## src/hw/rtl/htc_pkg.sv

```systemverilog
// ----------------------------------------------------------------------------
// htc_pkg: shared types and constants
// Field widths, conversion constants, register indexes and the command and
// status structs that join the controller to the datapath.
// ----------------------------------------------------------------------------
package htc_pkg;

    // Field widths
    localparam int TEMP_RAW_W = 14;
    localparam int HUMI_RAW_W = 12;
    localparam int TEMP_W     = 15;
    localparam int HUMI_W     = 16;
    localparam int TTHR_W     = 8;
    localparam int HTHR_W     = 7;
    localparam int CFG_IDX_W  = 2;
    localparam int CFG_DATA_W = 8;

    // Internal widths, sized to the value ranges of the conversion
    localparam int P1_W   = 27;   // (T100 - 2500) * (125 + S)
    localparam int P2_W   = 24;   // S * S
    localparam int N_W    = 30;   // humidity numerator N
    localparam int BIAS_W = 29;   // N plus bias, always non-negative
    localparam int X_W    = 26;   // biased N divided by 8
    localparam int RCP_W  = 27;   // reciprocal of 3125
    localparam int PROD_W = X_W + RCP_W;
    localparam int Q_W    = 15;   // biased quotient

    // Conversion constants
    localparam int T_OFFSET   = 3966;
    localparam int T_MID      = 2500;
    localparam int S_OFFSET   = 125;
    localparam int LIN_COEF   = 101250;
    localparam int SQ_COEF    = 7;
    localparam int N_OFFSET   = 10000000;
    localparam int T_SCALE    = 100;
    localparam int H_SCALE    = 2500000;

    // floor(N / 25000) = floor(((N + Q_BIAS * 25000) >> 3) / 3125) - Q_BIAS
    localparam int Q_BIAS     = 512;
    localparam int N_BIAS     = Q_BIAS * 25000;
    localparam int DIV_PRE    = 3;
    localparam int DIV_SHIFT  = 38;
    localparam int RCP_3125   = 87960931;   // ceil(2^38 / 3125)

    // Register reset values
    localparam int LAMP_ON_RST  = 38;
    localparam int LAMP_OFF_RST = 40;
    localparam int FAN_ON_RST   = 60;
    localparam int FAN_OFF_RST  = 55;

    // Register indexes
    localparam logic [CFG_IDX_W-1:0] REG_LAMP_ON  = 2'd0;
    localparam logic [CFG_IDX_W-1:0] REG_LAMP_OFF = 2'd1;
    localparam logic [CFG_IDX_W-1:0] REG_FAN_ON   = 2'd2;
    localparam logic [CFG_IDX_W-1:0] REG_FAN_OFF  = 2'd3;

    // Datapath step commands, one per cycle at most
    typedef struct packed {
        logic load;
        logic mul_ab;
        logic mul_ss;
        logic sum_lin;
        logic sum_sq;
        logic divide;
        logic out_load;
    } t_dp_cmd;

    // Datapath status back to the controller
    typedef struct packed {
        logic out_free;
    } t_dp_sts;

endpackage

```

## src/hw/rtl/htc_ctrl.sv

```systemverilog
// ----------------------------------------------------------------------------
// htc_ctrl: conversion sequencer
// Steps one sample through load, two multiplies, two sums, the divide and
// the output load, issuing one datapath command per state.
// ----------------------------------------------------------------------------
module htc_ctrl import htc_pkg::*; (
    input  logic    i_clk,
    input  logic    i_rst_n,
    input  logic    i_in_valid,
    output logic    o_in_ready,
    input  t_dp_sts i_sts,
    output t_dp_cmd o_cmd
);

    localparam logic [2:0] ST_IDLE = 3'd0;
    localparam logic [2:0] ST_MAB  = 3'd1;
    localparam logic [2:0] ST_MSS  = 3'd2;
    localparam logic [2:0] ST_SLIN = 3'd3;
    localparam logic [2:0] ST_SSQ  = 3'd4;
    localparam logic [2:0] ST_DIV  = 3'd5;
    localparam logic [2:0] ST_OUT  = 3'd6;

    logic [2:0] r_state;
    logic [2:0] n_state;

    // Next state and commands
    always_comb begin
        n_state    = r_state;
        o_cmd      = '0;
        o_in_ready = 1'b0;
        case (r_state)
            ST_IDLE: begin
                o_in_ready = 1'b1;
                if (i_in_valid) begin
                    o_cmd.load = 1'b1;
                    n_state    = ST_MAB;
                end
            end
            ST_MAB: begin
                o_cmd.mul_ab = 1'b1;
                n_state      = ST_MSS;
            end
            ST_MSS: begin
                o_cmd.mul_ss = 1'b1;
                n_state      = ST_SLIN;
            end
            ST_SLIN: begin
                o_cmd.sum_lin = 1'b1;
                n_state       = ST_SSQ;
            end
            ST_SSQ: begin
                o_cmd.sum_sq = 1'b1;
                n_state      = ST_DIV;
            end
            ST_DIV: begin
                o_cmd.divide = 1'b1;
                n_state      = ST_OUT;
            end
            ST_OUT: begin
                // Wait here until the output register can take the result.
                if (i_sts.out_free) begin
                    o_cmd.out_load = 1'b1;
                    n_state        = ST_IDLE;
                end
            end
            default: begin
                n_state = ST_IDLE;
            end
        endcase
    end

    // State register
    always_ff @(posedge i_clk) begin
        if (!i_rst_n) begin
            r_state <= ST_IDLE;
        end else begin
            r_state <= n_state;
        end
    end

endmodule

```

## config.mk

```make
export PLATFORM = sky130hd
export DESIGN_NAME = htc_ctrl
export DESIGN_NICKNAME = d
export VERILOG_FILES = /design/src/hw/rtl/htc_pkg.sv /design/src/hw/rtl/htc_ctrl.sv
export SDC_FILE = /design/constraint.sdc
export NUM_CORES = 1
export LEC_CHECK = 0
export BUFFER_PORTS_ARGS = -buffer_cell sky130_fd_sc_hd__buf_2
export CAP_MARGIN = 20
export CELL_PAD_IN_SITES_DETAIL_PLACEMENT = 0
export CELL_PAD_IN_SITES_GLOBAL_PLACEMENT = 1
export CORE_AREA = 2 2 39 41
export DETAILED_ROUTE_END_ITERATION = 16
export DIE_AREA = 0 0 41 43
export PLACE_DENSITY_LB_ADDON = 0.1
export SLEW_MARGIN = 15
export SYNTH_ARGS = -nofsm -noshare
export SYNTH_HDL_FRONTEND = slang
export SYNTH_SLANG_ARGS = --single-unit
```

## constraint.sdc

```tcl
create_clock -name i_clk -period 1.2 [get_ports i_clk]
set_clock_uncertainty 0.1 [all_clocks]
set_input_delay 0.06 -clock i_clk [delete_from_list [all_inputs] [get_ports i_clk]]
set_output_delay 0.06 -clock i_clk [all_outputs]
set_load 0.02 [all_outputs]
```

# Word level (Yosys, flattened, before mapping)
# Index checks and enable logic that the tools add are counted.
[totals]
word_cells = 24
input_bits = 4
output_inout_bits = 8
reg_bits = 3
[classes]
eq_ne = 8
reduce_logical = 2
mux = 13
[ops]
columns = ["operator", "n"]
rows = [
  ["3-bit case mux with 7 select lines", 1],
  ["1-bit 2-to-1 mux", 10],
  ["3-bit == test (second input constant)", 3],
  ["3-bit by 2-bit == test with 1-bit output (second input constant)", 2],
  ["3-bit 2-to-1 mux", 2],
  ["2-bit != test (second input constant)", 2],
  ["3-bit by 1-bit == test with 1-bit output (second input constant)", 1],
  ["3-bit zero test", 1],
  ["2-bit AND reduction", 1],
]

# Longest topological paths before layout
[depth]
ltp_word = 3
ltp_mapped = 4

# Worst setup path before layout
# OpenSTA, ideal clock, no wires.
[synth_timing]
path_kind = "register to output"
from = "register r_state[1]"
to = "output o_cmd[6] in the netlist's numbering"
n_path_buf = 1
t_arrival_ns = 1.092
path_slack_ns = -0.052
required_ns = 1.040
stages_incl_launch_ff = 4
path_cell_list = "dfxtp_1 > buf_4 > nor3_2 > and2_1"
[synth_lines]
columns = ["item", "line", "text"]
rows = [
  ["from (decl)", "htc_ctrl.sv:23", "logic [2:0] r_state;"],
  ["from (signal assigned)", "htc_ctrl.sv:77", "r_state <= n_state;"],
  ["to (decl)", "htc_ctrl.sv:12", "output t_dp_cmd o_cmd"],
]

==> run summary <==
Met2 Use GR -> 9.69%
H-Tree Depth -> 1
Filler cells -> 156
Hold WC Path Type -> in -> reg
Synthesized instance count -> 23
Vias in the first global route -> 223
Sequential area share after synthesis -> 28.6%
Antenna violations before repair -> 0
Vias -> 244
Port Buffers -> 11
Largest net degree at the start of global routing -> 12
CTS tree -> yes
Delay-heaviest family, CP -> flip-flops
Hold slack -> 0.0775 ns
Routability Congestion -> 0.739
Critical path cell sequence -> buf_6 -> nor3_4 -> and2_4 -> buf_6
Slew headroom -> 87.4%
FF-to-FF setup slack -> 0.02 ns
CTS clk-pin slew, worst paths -> 0.04 ns
IO Pins -> 12
Avg Cell Area, Syn -> 9.14 um^2
Part of the power in registers -> 27.0%
Die ar. -> 0.00176 mm^2
Failing checks -> setup timing
Initial core utilization -> 15.2%
Number of CTS-inserted buffers -> 3
Synthesized Nets -> 27
WP buf/inv -> 2
Static Leak -> 0.226 nW
Most used cell, CP -> buf_6
# DRC -> 0
Slowest stage delay, CP -> 0.35 ns
Largest register FFs -> 3
Core area -> 0.00138 mm^2
Pwr/cell area -> 988 mW/mm^2
Startpoint types -> register
Syn-to-layout area delta -> 123%
Clk sinks -> 3
Status -> finished, violations left
Multi-input logic area -> 164 um^2
WP data arrival -> 1.13 ns
Yosys cell types -> 17
Clk Latency, worst-skew pair -> 0.23 ns
Most frequent cells in the layout -> 9 x buf_6, 8 x buf_4, 4 x nor3b_2
DR WL/cell -> 8.95 um
Tightest Pin Transition -> 0.186 ns
Max Freq -> 774 MHz
Die Y -> 43 um
Final Hold Vio Count -> 0
Maxcap violations -> 0
Crit Path Max Fanout -> 4
Synth warn -> 0
Worst setup EP type -> output pin
Maximum vdd ir drop -> 0.296 mV
Largest regs -> r_state (3)
Setup TNS -> -0.200 ns
Total grt overflow -> 0
Post-synthesis instance area -> 210 um^2
Iter 0 DRT Violations -> 0
DR vias/cell -> 4.00
Met1 global-route usage -> 9.94%
Most common cell after layout, fill and taps aside -> buf_6
Row count -> 14
Critical Path RT -> 1.04 ns
CTS Root Cell -> clkbuf_4
Register area -> 71.3 um^2
ANT nets after route -> 0
CP max-delay cell -> dfxtp_4
Post-layout min period -> 1.29 ns
Final worst setup slack -> -0.0927 ns
Final Power -> 0.000463 W
Layout cell share with drive strength beyond 1 -> 80.0%
Global-route wire length before repair -> 869 um
Biggest register -> r_state
Final nets -> 50
Detailed placement HPWL -> 372 um
Final slew viol count -> 0
Longest Clk Path Bufs -> 2
Clock Power Share -> 37.6%
Seq cells post-synth -> 3
Overall die width -> 41 um
Int Pwr -> 0.000330 W
Net Switching -> 0.000133 W
Fin crit share -> 108%
All-Layer GR Usage -> 7.12%
RSZ-0062 raised after global routing -> true
WL final -> 546 um
Sw Ratio -> 28.7%
Comb pwr share -> 35.3%
Final setup viols -> 4
Global routing usage on met3 -> 3.14%
Initial DRT Pass Iterations -> 1
Grt peak-use layer -> met1
# diodes -> 0
CP Class -> reg -> out
==> worst register-to-register path, cell delays in order (launching register included) <==
cell and delay (ns):
dfxtp_4 0.35, buf_6 0.12, and3b_2 0.22, buf_4 0.13, a21oi_2 0.11, nor2b_2 0.05
==> synthesized netlist by cell type, drive strengths merged <==
| master | n | area share, % |
|---|---|---|
| and3b | 2 | 8.3 |
| mux2i | 1 | 4.8 |
| buf | 3 | 11 |
| nor2b | 2 | 7.1 |
| and2 | 1 | 3.0 |
| nand2 | 1 | 1.8 |
| o21ai | 1 | 2.4 |
| dfxtp | 3 | 29 |
| a21oi | 2 | 6.5 |
| nor3 | 2 | 7.1 |
| nor3b | 4 | 14 |
| nor4bb | 1 | 4.8 |
==> kinds of logic after synthesis <==
group,count (synthesis),synth area share (%)
buffers and inverters,3,11.3
AND/OR/NAND/NOR,13,46.4
AO/OA/AOI/OAI,3,8.92
flip-flops,3,28.6
multiplexers,1,4.76
==> power by group through the flow <==
stage | registers [W] | logic (W) | clock network (W)
finish | 0.000125 | 0.000163 | 0.000174
global route | 0.000128 | 0.000176 | 0.000190
CTS | 0.000125 | 0.000152 | 0.000183
detailed placement | 0.000126 | 0.000104 | 0
global placement | 0.000126 | 0.000104 | 0
floorplan | 0.000111 | 0.0000852 | 0
==> area by class of cell <==
class	instances	share of cell area, %
Tap cell	16	4.28
Multi-Input combinational cell	17	35.0
Sequential cell	3	15.2
Timing Repair Buffer	21	39.8
Clock buffer	4	5.61
==> final timing paths <==
| kind | start | endpoint | cells past startpoint |
|---|---|---|---|
| worst max-delay path | r_state[1] | o_cmd[6] | 4 |
| worst min-delay path | i_in_valid | r_state[0] | 3 |
| worst max register to register | r_state[1] | r_state[2] | 5 |
| worst min register to register | r_state[0] | r_state[0] | 1 |
==> per-stage QoR <==
| stage | setup slack (ns) | instances | util [%] | area (um^2) |
|---|---|---|---|---|
| floorplan | -0.00181 | 23 | - | 216 |
| global placement | 0.0828 | 51 | 21.5 | 298 |
| detailed placement | 0.0873 | 51 | 21.5 | 298 |
| CTS | -0.111 | 60 | 31.7 | 439 |
| global route | -0.131 | 61 | 33.8 | 468 |
| finish | -0.0927 | 61 | 33.8 | 468 |
==> layer usage <==
metal	wire length (um)	vias to the layer above	part of all wire (%)
met5	0	-	0
met4	0	0	0
met3	17	0	3.1
met2	296	4	54
met1	232	112	42
li1	-	128	-
==> timing repair <==
action	CTS	global route
gates cloned	0	0
hold endpoints to repair	2	0
setup endpoints to repair	8	9
gates resized for setup	25	6
buffers inserted	4	1
hold buffers	1	0
pin swaps	3	5
Power figures use the tool's default switching activity.
