$ cat config.mk
export PLATFORM = sky130hd
export DESIGN_NAME = htc_dp
export DESIGN_NICKNAME = d
export VERILOG_FILES = /design/src/hw/rtl/htc_pkg.sv /design/src/hw/rtl/htc_dp.sv
export SDC_FILE = /design/constraint.sdc
export NUM_CORES = 2
export LEC_CHECK = 0
export BUFFER_PORTS_ARGS = -buffer_cell sky130_fd_sc_hd__buf_4
export CELL_PAD_IN_SITES_DETAIL_PLACEMENT = 1
export CELL_PAD_IN_SITES_GLOBAL_PLACEMENT = 1
export CORE_MARGIN = 1.5
export CORE_UTILIZATION = 48
export DETAILED_ROUTE_END_ITERATION = 10
export MAX_ROUTING_LAYER = met4
export PLACE_DENSITY = 0.77
export SKIP_LAST_GASP = 1
export SYNTH_ARGS = -nofsm -noshare
export SYNTH_HDL_FRONTEND = slang
export SYNTH_SLANG_ARGS = --single-unit
$ cat constraint.sdc
create_clock -name i_clk -period 7.95 [get_ports i_clk]
set_clock_uncertainty 0.1 [all_clocks]
set_input_delay 1.1925 -clock i_clk [delete_from_list [all_inputs] [get_ports i_clk]]
set_output_delay 1.1925 -clock i_clk [all_outputs]
set_load 0.03 [all_outputs]
$ cat src/hw/rtl/htc_pkg.sv
// ----------------------------------------------------------------------------
// htc_pkg: shared types and constants
// Field widths, conversion constants, register indexes and the command and
// status structs that join the controller to the datapath.
// ----------------------------------------------------------------------------
package htc_pkg;

    // Field widths
    localparam int TEMP_RAW_W = 14;
    localparam int HUMI_RAW_W = 12;
    localparam int TEMP_W     = 15;
    localparam int HUMI_W     = 16;
    localparam int TTHR_W     = 8;
    localparam int HTHR_W     = 7;
    localparam int CFG_IDX_W  = 2;
    localparam int CFG_DATA_W = 8;

    // Internal widths, sized to the value ranges of the conversion
    localparam int P1_W   = 27;   // (T100 - 2500) * (125 + S)
    localparam int P2_W   = 24;   // S * S
    localparam int N_W    = 30;   // humidity numerator N
    localparam int BIAS_W = 29;   // N plus bias, always non-negative
    localparam int X_W    = 26;   // biased N divided by 8
    localparam int RCP_W  = 27;   // reciprocal of 3125
    localparam int PROD_W = X_W + RCP_W;
    localparam int Q_W    = 15;   // biased quotient

    // Conversion constants
    localparam int T_OFFSET   = 3966;
    localparam int T_MID      = 2500;
    localparam int S_OFFSET   = 125;
    localparam int LIN_COEF   = 101250;
    localparam int SQ_COEF    = 7;
    localparam int N_OFFSET   = 10000000;
    localparam int T_SCALE    = 100;
    localparam int H_SCALE    = 2500000;

    // floor(N / 25000) = floor(((N + Q_BIAS * 25000) >> 3) / 3125) - Q_BIAS
    localparam int Q_BIAS     = 512;
    localparam int N_BIAS     = Q_BIAS * 25000;
    localparam int DIV_PRE    = 3;
    localparam int DIV_SHIFT  = 38;
    localparam int RCP_3125   = 87960931;   // ceil(2^38 / 3125)

    // Register reset values
    localparam int LAMP_ON_RST  = 38;
    localparam int LAMP_OFF_RST = 40;
    localparam int FAN_ON_RST   = 60;
    localparam int FAN_OFF_RST  = 55;

    // Register indexes
    localparam logic [CFG_IDX_W-1:0] REG_LAMP_ON  = 2'd0;
    localparam logic [CFG_IDX_W-1:0] REG_LAMP_OFF = 2'd1;
    localparam logic [CFG_IDX_W-1:0] REG_FAN_ON   = 2'd2;
    localparam logic [CFG_IDX_W-1:0] REG_FAN_OFF  = 2'd3;

    // Datapath step commands, one per cycle at most
    typedef struct packed {
        logic load;
        logic mul_ab;
        logic mul_ss;
        logic sum_lin;
        logic sum_sq;
        logic divide;
        logic out_load;
    } t_dp_cmd;

    // Datapath status back to the controller
    typedef struct packed {
        logic out_free;
    } t_dp_sts;

endpackage

$ cat src/hw/rtl/htc_dp.sv
// ----------------------------------------------------------------------------
// htc_dp: conversion datapath
// Threshold registers, the exact fixed-point humidity numerator, the floor
// divide by 25000 through a reciprocal multiply, the hysteresis states and
// the output register.
// ----------------------------------------------------------------------------
module htc_dp import htc_pkg::*; (
    input  logic                     i_clk,
    input  logic                     i_rst_n,
    input  t_dp_cmd                  i_cmd,
    output t_dp_sts                  o_sts,
    input  logic                     i_cfg_wr_en,
    input  logic [CFG_IDX_W-1:0]     i_cfg_idx,
    input  logic [CFG_DATA_W-1:0]    i_cfg_wdata,
    input  logic [TEMP_RAW_W-1:0]    i_temp_raw,
    input  logic [HUMI_RAW_W-1:0]    i_humi_raw,
    input  logic                     i_out_ready,
    output logic                     o_out_valid,
    output logic signed [TEMP_W-1:0] o_temperature_c100,
    output logic signed [HUMI_W-1:0] o_humidity_c100,
    output logic                     o_lamp_state,
    output logic                     o_fan_state
);

    // Threshold registers
    logic signed [TTHR_W-1:0] r_lamp_on_thr;
    logic signed [TTHR_W-1:0] r_lamp_off_thr;
    logic [HTHR_W-1:0]        r_fan_on_thr;
    logic [HTHR_W-1:0]        r_fan_off_thr;

    // Working registers
    logic signed [TEMP_W-1:0] r_t100;
    logic [HUMI_RAW_W-1:0]    r_s;
    logic signed [P1_W-1:0]   r_p1;
    logic [P2_W-1:0]          r_p2;
    logic signed [N_W-1:0]    r_acc;
    logic signed [N_W-1:0]    r_n;
    logic [Q_W-1:0]           r_q;
    logic                     r_lamp;
    logic                     r_fan;
    logic                     r_out_valid;

    logic                     n_lamp;
    logic                     n_fan;

    logic signed [TEMP_W-1:0] w_a;
    logic signed [13:0]       w_b;
    logic signed [P1_W+1:0]   w_p1_full;
    logic [P2_W-1:0]          w_p2;
    logic signed [31:0]       w_lin;
    logic [26:0]              w_sq7;
    logic signed [N_W:0]      w_n_full;
    logic [BIAS_W-1:0]        w_biased;
    logic [X_W-1:0]           w_x;
    logic [PROD_W-1:0]        w_prod;
    logic signed [TEMP_W-1:0] w_lamp_on_lim;
    logic signed [TEMP_W-1:0] w_lamp_off_lim;
    logic [N_W-1:0]           w_fan_on_lim;
    logic [N_W-1:0]           w_fan_off_lim;

    // Configuration writes; the decode covers all four register indexes.
    always_ff @(posedge i_clk) begin
        if (!i_rst_n) begin
            r_lamp_on_thr  <= TTHR_W'(LAMP_ON_RST);
            r_lamp_off_thr <= TTHR_W'(LAMP_OFF_RST);
            r_fan_on_thr   <= HTHR_W'(FAN_ON_RST);
            r_fan_off_thr  <= HTHR_W'(FAN_OFF_RST);
        end else if (i_cfg_wr_en) begin
            case (i_cfg_idx)
                REG_LAMP_ON:  r_lamp_on_thr  <= i_cfg_wdata[TTHR_W-1:0];
                REG_LAMP_OFF: r_lamp_off_thr <= i_cfg_wdata[TTHR_W-1:0];
                REG_FAN_ON:   r_fan_on_thr   <= i_cfg_wdata[HTHR_W-1:0];
                REG_FAN_OFF:  r_fan_off_thr  <= i_cfg_wdata[HTHR_W-1:0];
                default: ;
            endcase
        end
    end

    // First product: (T100 - 2500) * (125 + S); both fit their narrow widths.
    assign w_a       = r_t100 - TEMP_W'(T_MID);
    assign w_b       = $signed({1'b0, 13'(r_s) + 13'(S_OFFSET)});
    assign w_p1_full = w_a * w_b;

    // Second product: S squared.
    assign w_p2 = P2_W'(r_s) * P2_W'(r_s);

    // Linear terms: 2 * p1 + 101250 * S - 10000000.
    assign w_lin = (32'(r_p1) <<< 1) + $signed(32'(r_s) * 32'(LIN_COEF))
                   - 32'sd10000000;

    // Square term: N = acc - 7 * S^2.
    assign w_sq7    = 27'(r_p2) * 27'(SQ_COEF);
    assign w_n_full = 31'(r_acc) - $signed({4'b0000, w_sq7});

    // Floor divide: bias N non-negative, drop the factor of 8, then
    // multiply by the reciprocal of 3125, exact for every 26-bit value.
    assign w_biased = BIAS_W'(r_n + N_W'(N_BIAS));
    assign w_x      = w_biased[BIAS_W-1:DIV_PRE];
    assign w_prod   = PROD_W'(w_x) * PROD_W'(RCP_3125);

    // Hysteresis limits in the units of T100 and N.
    assign w_lamp_on_lim  = TEMP_W'(r_lamp_on_thr) * TEMP_W'(T_SCALE);
    assign w_lamp_off_lim = TEMP_W'(r_lamp_off_thr) * TEMP_W'(T_SCALE);
    assign w_fan_on_lim   = N_W'(r_fan_on_thr) * N_W'(H_SCALE);
    assign w_fan_off_lim  = N_W'(r_fan_off_thr) * N_W'(H_SCALE);

    // Next drive states
    always_comb begin
        n_lamp = r_lamp;
        if (!r_lamp && (r_t100 < w_lamp_on_lim)) begin
            n_lamp = 1'b1;
        end else if (r_lamp && (r_t100 > w_lamp_off_lim)) begin
            n_lamp = 1'b0;
        end
        n_fan = r_fan;
        if (!r_fan && (r_n > $signed(w_fan_on_lim))) begin
            n_fan = 1'b1;
        end else if (r_fan && (r_n < $signed(w_fan_off_lim))) begin
            n_fan = 1'b0;
        end
    end

    // Conversion registers, one step per command
    always_ff @(posedge i_clk) begin
        if (i_cmd.load) begin
            r_t100 <= $signed({1'b0, i_temp_raw}) - TEMP_W'(T_OFFSET);
            r_s    <= i_humi_raw;
        end
        if (i_cmd.mul_ab) begin
            r_p1 <= P1_W'(w_p1_full);
        end
        if (i_cmd.mul_ss) begin
            r_p2 <= w_p2;
        end
        if (i_cmd.sum_lin) begin
            r_acc <= N_W'(w_lin);
        end
        if (i_cmd.sum_sq) begin
            r_n <= N_W'(w_n_full);
        end
        if (i_cmd.divide) begin
            r_q <= w_prod[DIV_SHIFT+Q_W-1:DIV_SHIFT];
        end
    end

    // Drive states
    always_ff @(posedge i_clk) begin
        if (!i_rst_n) begin
            r_lamp <= 1'b0;
            r_fan  <= 1'b0;
        end else if (i_cmd.divide) begin
            r_lamp <= n_lamp;
            r_fan  <= n_fan;
        end
    end

    // Output register: holds a result until its transfer completes.
    always_ff @(posedge i_clk) begin
        if (!i_rst_n) begin
            r_out_valid <= 1'b0;
        end else if (i_cmd.out_load) begin
            r_out_valid <= 1'b1;
        end else if (i_out_ready) begin
            r_out_valid <= 1'b0;
        end
    end

    always_ff @(posedge i_clk) begin
        if (i_cmd.out_load) begin
            o_temperature_c100 <= r_t100;
            o_humidity_c100    <= $signed(HUMI_W'(r_q) - HUMI_W'(Q_BIAS));
            o_lamp_state       <= r_lamp;
            o_fan_state        <= r_fan;
        end
    end

    assign o_out_valid    = r_out_valid;
    assign o_sts.out_free = !r_out_valid || i_out_ready;

endmodule

-- After elaboration in Yosys (flattened, before gate mapping)
Index checks and enable logic that the tools add are counted.
- bits in registers: 219
- latch bits: 0
- memory bits (writable): 0
- ROM bits: 0
- input port bits: 47
- memories kept: 0
- add/sub/neg operators: 8
- $mul: 9
- divide/modulo/power cells: 0
- order comparisons: 4
- equality and inequality tests: 3
- shift-type cells: 0
- muxes and demuxes: 6
- bitwise gates (word level): 0
- reduce and logical (&&, ||, !) cells: 18
- operators with widths (cell ; count):
    $mul 26x27->53 const B ; 1
    $mul 7x17->24 const B ; 2
    $add 28x30->30 ; 1
    $gt 30x30->1 ; 1
    $lt 30x30->1 ; 1
    $sub 30x25->30 const B ; 1
    $sub 30x28->30 ; 1
    $add 29x25->29 const B ; 1
    $mul 12x16->28 const B ; 1
    $mul 15x14->27 ; 1
    $mul 24x3->27 const B ; 1
    $mul 8x6->13 const B ; 2
    $mul 12x12->24 ; 1
    $sub 15x10->16 const B ; 1
    $gt 15x15->1 ; 1
    $lt 15x15->1 ; 1
    $sub 14x12->15 const B ; 1
    $sub 15x13->15 const B ; 1
    $add 12x7->13 const B ; 1
    $reduce_and 2->1 ; 6
    $mux 1 ; 6
    $reduce_bool 2->1 ; 3
    $eq 2x2->1 const B ; 2
    $logic_and 1x1->1 ; 4
    other kinds (4) ; 6

-- Logic depth before layout (Yosys ltp)
- word-level depth: 5
- depth in mapped cells: 33
- gate-level depth less buffers: 33

-- Worst setup path before layout
Ideal clock, no wire load.
- path type: register -> register
- start point: reg r_n[12]
- end point: reg r_q[14], data pin
- arrival time: 7.361 ns
- required time: 7.589 ns
- setup slack: 0.228 ns
- cell stages (with the launch flop): 29
- cell sequence: edfxtp_1 -> ha_1 -> o21ai_1 -> nand2_1 -> and3_1 -> or3_1 -> and3_1 -> xor2_1 -> ha_1 -> xor2_1 -> ha_1 -> nand2b_1 -> fa_1 -> inv_1 -> fa_1 -> fa_1 -> fa_1 -> fa_1 -> inv_1 -> ha_1 -> inv_1 -> o221ai_1 -> a211o_1 -> a41o_1 -> o311ai_4 -> o21ai_2 -> a41oi_2 -> nor4b_2 -> nor3_1
- word-level cells in the longest chain between the ends: 2
- RTL lines (element ; line ; source):
    start: declaration ; htc_dp.sv:37 ; logic signed [N_W-1:0] r_n;
    start signal: assignment ; htc_dp.sv:139 ; r_n <= N_W'(w_n_full);
    $add 29x25->29 ; htc_dp.sv:97 ; assign w_biased = BIAS_W'(r_n + N_W'(N_BIAS));
    $mul 26x27->53 ; htc_dp.sv:99 ; assign w_prod = PROD_W'(w_x) * PROD_W'(RCP_3125);
    named net w_prod[52] ; htc_dp.sv:55 ; logic [PROD_W-1:0] w_prod;
    end signal: assignment ; htc_dp.sv:142 ; r_q <= w_prod[DIV_SHIFT+Q_W-1:DIV_SHIFT];
    end: declaration ; htc_dp.sv:38 ; logic [Q_W-1:0] r_q;
The timed path passes the listed nets, and every way through them passes these cells.
A chain may end at the register's enable or synchronous reset.

-- Final worst setup path
- start point: reg r_n[13]
- end point: reg r_q[3], data pin
The elaborated chain is that of the path after synthesis.

==> summary.txt <==
Outcome
  • Outcome: finished, final reports clean

STA
  • Period utilization: 0.957
  • Worst-Margin Slew: 968 ps
  • Setup ws final: 339 ps
  • Final Critical Period: 7610 ps
  • Slew headroom: 0.350
  • RSZ-0062 raised after global routing: yes
  • Fin. Hold Viols: 0
  • Setup TNS: 0 ps
  • Setup violators final: 0
  • Final Max Tran Viols: 0
  • Max frequency: between 100 and 150 MHz

Setup path
  • Cell mode on critical path: fa_1
  • Buf+Inv Stages, Crit Path: 4
  • Critical-path maximum fanout: 4
  • Worst Path Arrival: 7850 ps
  • Crit end category: flop
  • WS Path Type: reg2reg
  • Register-to-register setup slack: 340 ps
  • Startpoint types: flop
  • WP data required: 8180 ps
  • Slowest stage cell, crit path: fa_1
  • Cell family with most CP delay: adder cells
  • Critical Path Max Stage Delay: 540 ps

Route
  • Vias per cell: 5.38
  • Total iterations of the first detailed-routing run: 5
  • DRC: 0
  • Avg WL per Cell: 20.5 um
  • Total number of vias: approximately 31000
  • Initial DRC count: 1162
  • Final wirelength: 119000 um
  • Post-route ant nets: 0

Yosys
  • Cell count after synthesis: 4393
  • Distinct cells, synth: 89
  • Syn Nets: 5911
  • Synth async-reset ratio: 0
  • Sequential share of the synthesized area: 0.143
  • Mapped Area: 0.0434 sq mm
  • Yosys warning count: 0
  • Avg Inst Size Synth: between 9 and 10 sq um
  • Top_reg_cell synth: edfxtp_1
  • Yosys reg bits: 217
  • Post-synth EDFFs: about 180

Clocking
  • Clock transition at path regs: 60 ps
  • H-tree levels: 1
  • CTS Sinks: 217
  • CTS buffer count: 29
  • Clock Latency Late Sink: 620 ps
  • TritonCTS clock tree: done
  • Root Driver: clkbuf_16
  • CTS max path bufs: 3
  • CTS Hold Buffers Added: 0

Die
  • IO Count: 82
  • Initial Util: 0.483
  • CORE AREA: 0.0897 sq mm
  • Die width: around 300 um
  • Vert. Die Dim: about 300 um
  • Row count: 110
  • Die area: between 0.09 and 0.1 sq mm

Place
  • IO Port Bufs: 81
  • Placed wire-length estimate: 103000 um
  • Final RePlAce weighted congestion: ~0.94
  • Dpl ws: -142 ps

Global route
  • Number of global-route vias before repair: 35766
  • Total GRT Usage: 0.270
  • Initial antenna violation count: 2
  • First-pass GRT wire length: 191000 um
  • GRT overflow: 0
  • Largest net degree at the start of global routing: 35

Cells and area
  • Fin util: 0.528
  • P&R area growth vs syn: 9.31%
  • Share of layout cells above drive strength 1: 0.0733
  • Layout Nets: 6108

Flow run
  • Max-Cap Viols: 0

Worst hold path
  • Hold Path Class: reg2reg
==> flip-flops by register name (all words and copies together), names as in the netlist, 7 cells and up <==
signal              flops
r_n                    30
r_acc                  29
r_p1                   27
r_p2                   23
o_humidity_c100        16
o_temperature_c100     15
r_q                    15
r_t100                 15
r_s                    12
r_lamp_off_thr          8
r_lamp_on_thr           8
r_fan_off_thr           7
r_fan_on_thr            7
==> kinds of logic (layout without fill, tap and decap cells) <==
family | count (synthesis) | count (layout) | share of synthesized area
XOR/XNOR | 275 | 275 | 0.0563
other | 0 | 1 | 0
AND/OR/NAND/NOR | 806 | 806 | 0.0887
multiplexers | 7 | 7 | 0.00164
buffers and inverters | 1042 | 1262 | 0.0902
flip-flops | 217 | 217 | 0.143
AO/OA/AOI/OAI | 575 | 575 | 0.0891
adder cells (fa/ha/maj) | 1471 | 1471 | 0.532
==> worst paths after layout <==
path,end,cells past startpoint,startpoint
hold reg to reg,o_humidity_c100[6],0,r_q[6]
setup / recovery,r_q[3],30,r_n[13]
setup reg to reg,r_q[3],30,r_n[13]
hold / removal,o_humidity_c100[6],0,r_q[6]
==> layer usage <==
layer  share of wire  global-route usage
met5               0                   -
met4           0.038              0.0921
met3           0.024              0.0183
met2            0.53               0.501
met1            0.41               0.305
==> final cells by class <==
class	count	area [sq um]
diodes	1	2.50
multi-input cells	3134	33500
inverters	1005	3770
clock buffers	37	781
fillers	10162	42300
clock inverters	17	160
repair buffers	203	1540
flip-flops and latches	217	6190
well taps	1176	1470
==> synth_stat cells (all sizes together) (43+ instances only) <==
library cell | instances | share of area
inv | 997 | 0.086
ha | 851 | 0.25
fa | 620 | 0.29
nor2 | 250 | 0.022
nand2 | 215 | 0.019
edfxtp | 184 | 0.13
a21oi | 176 | 0.021
xnor2 | 170 | 0.034
xor2 | 105 | 0.022
o21ai | 89 | 0.010
a21o | 78 | 0.013
nand2b | 52 | 0.0075
nand3 | 51 | 0.0060
nor3 | 43 | 0.0050
==> per-stage QoR <==
step                instances  instance area [sq um]  hold slack, ps
floorplan                4393                  43400             300
CTS                      5783                  47200             322
global route             5790                  47400             340
global placement         5728                  46200             303
finish                   5790                  47400             320
detailed placement       5728                  46200             308
==> what timing repair did <==
action / 4_1_cts / 5_1_grt
resized for setup: 2 / 38
endpoints found under the setup margin: 5 / 17
setup buffers: 1 / 6
pin swaps: 1 / 7
==> layout by cell type, fill, tap and decap left out, types with 35 or more instances in the layout <==
master,n
nand3_1,49
edfxtp_1,184
nand2_1,214
nor2_1,249
o21bai_1,35
a21oi_1,167
nor3_1,42
fa_1,620
inv_1,995
a21o_1,78
o21a_1,35
buf_4,201
ha_1,845
nand4_1,35
xor2_1,98
nand2b_1,52
xnor2_1,165
o21ai_0,60
Power is not shown: default switching activity piles up to over one toggle a cycle in this logic, so the estimate is an artifact.
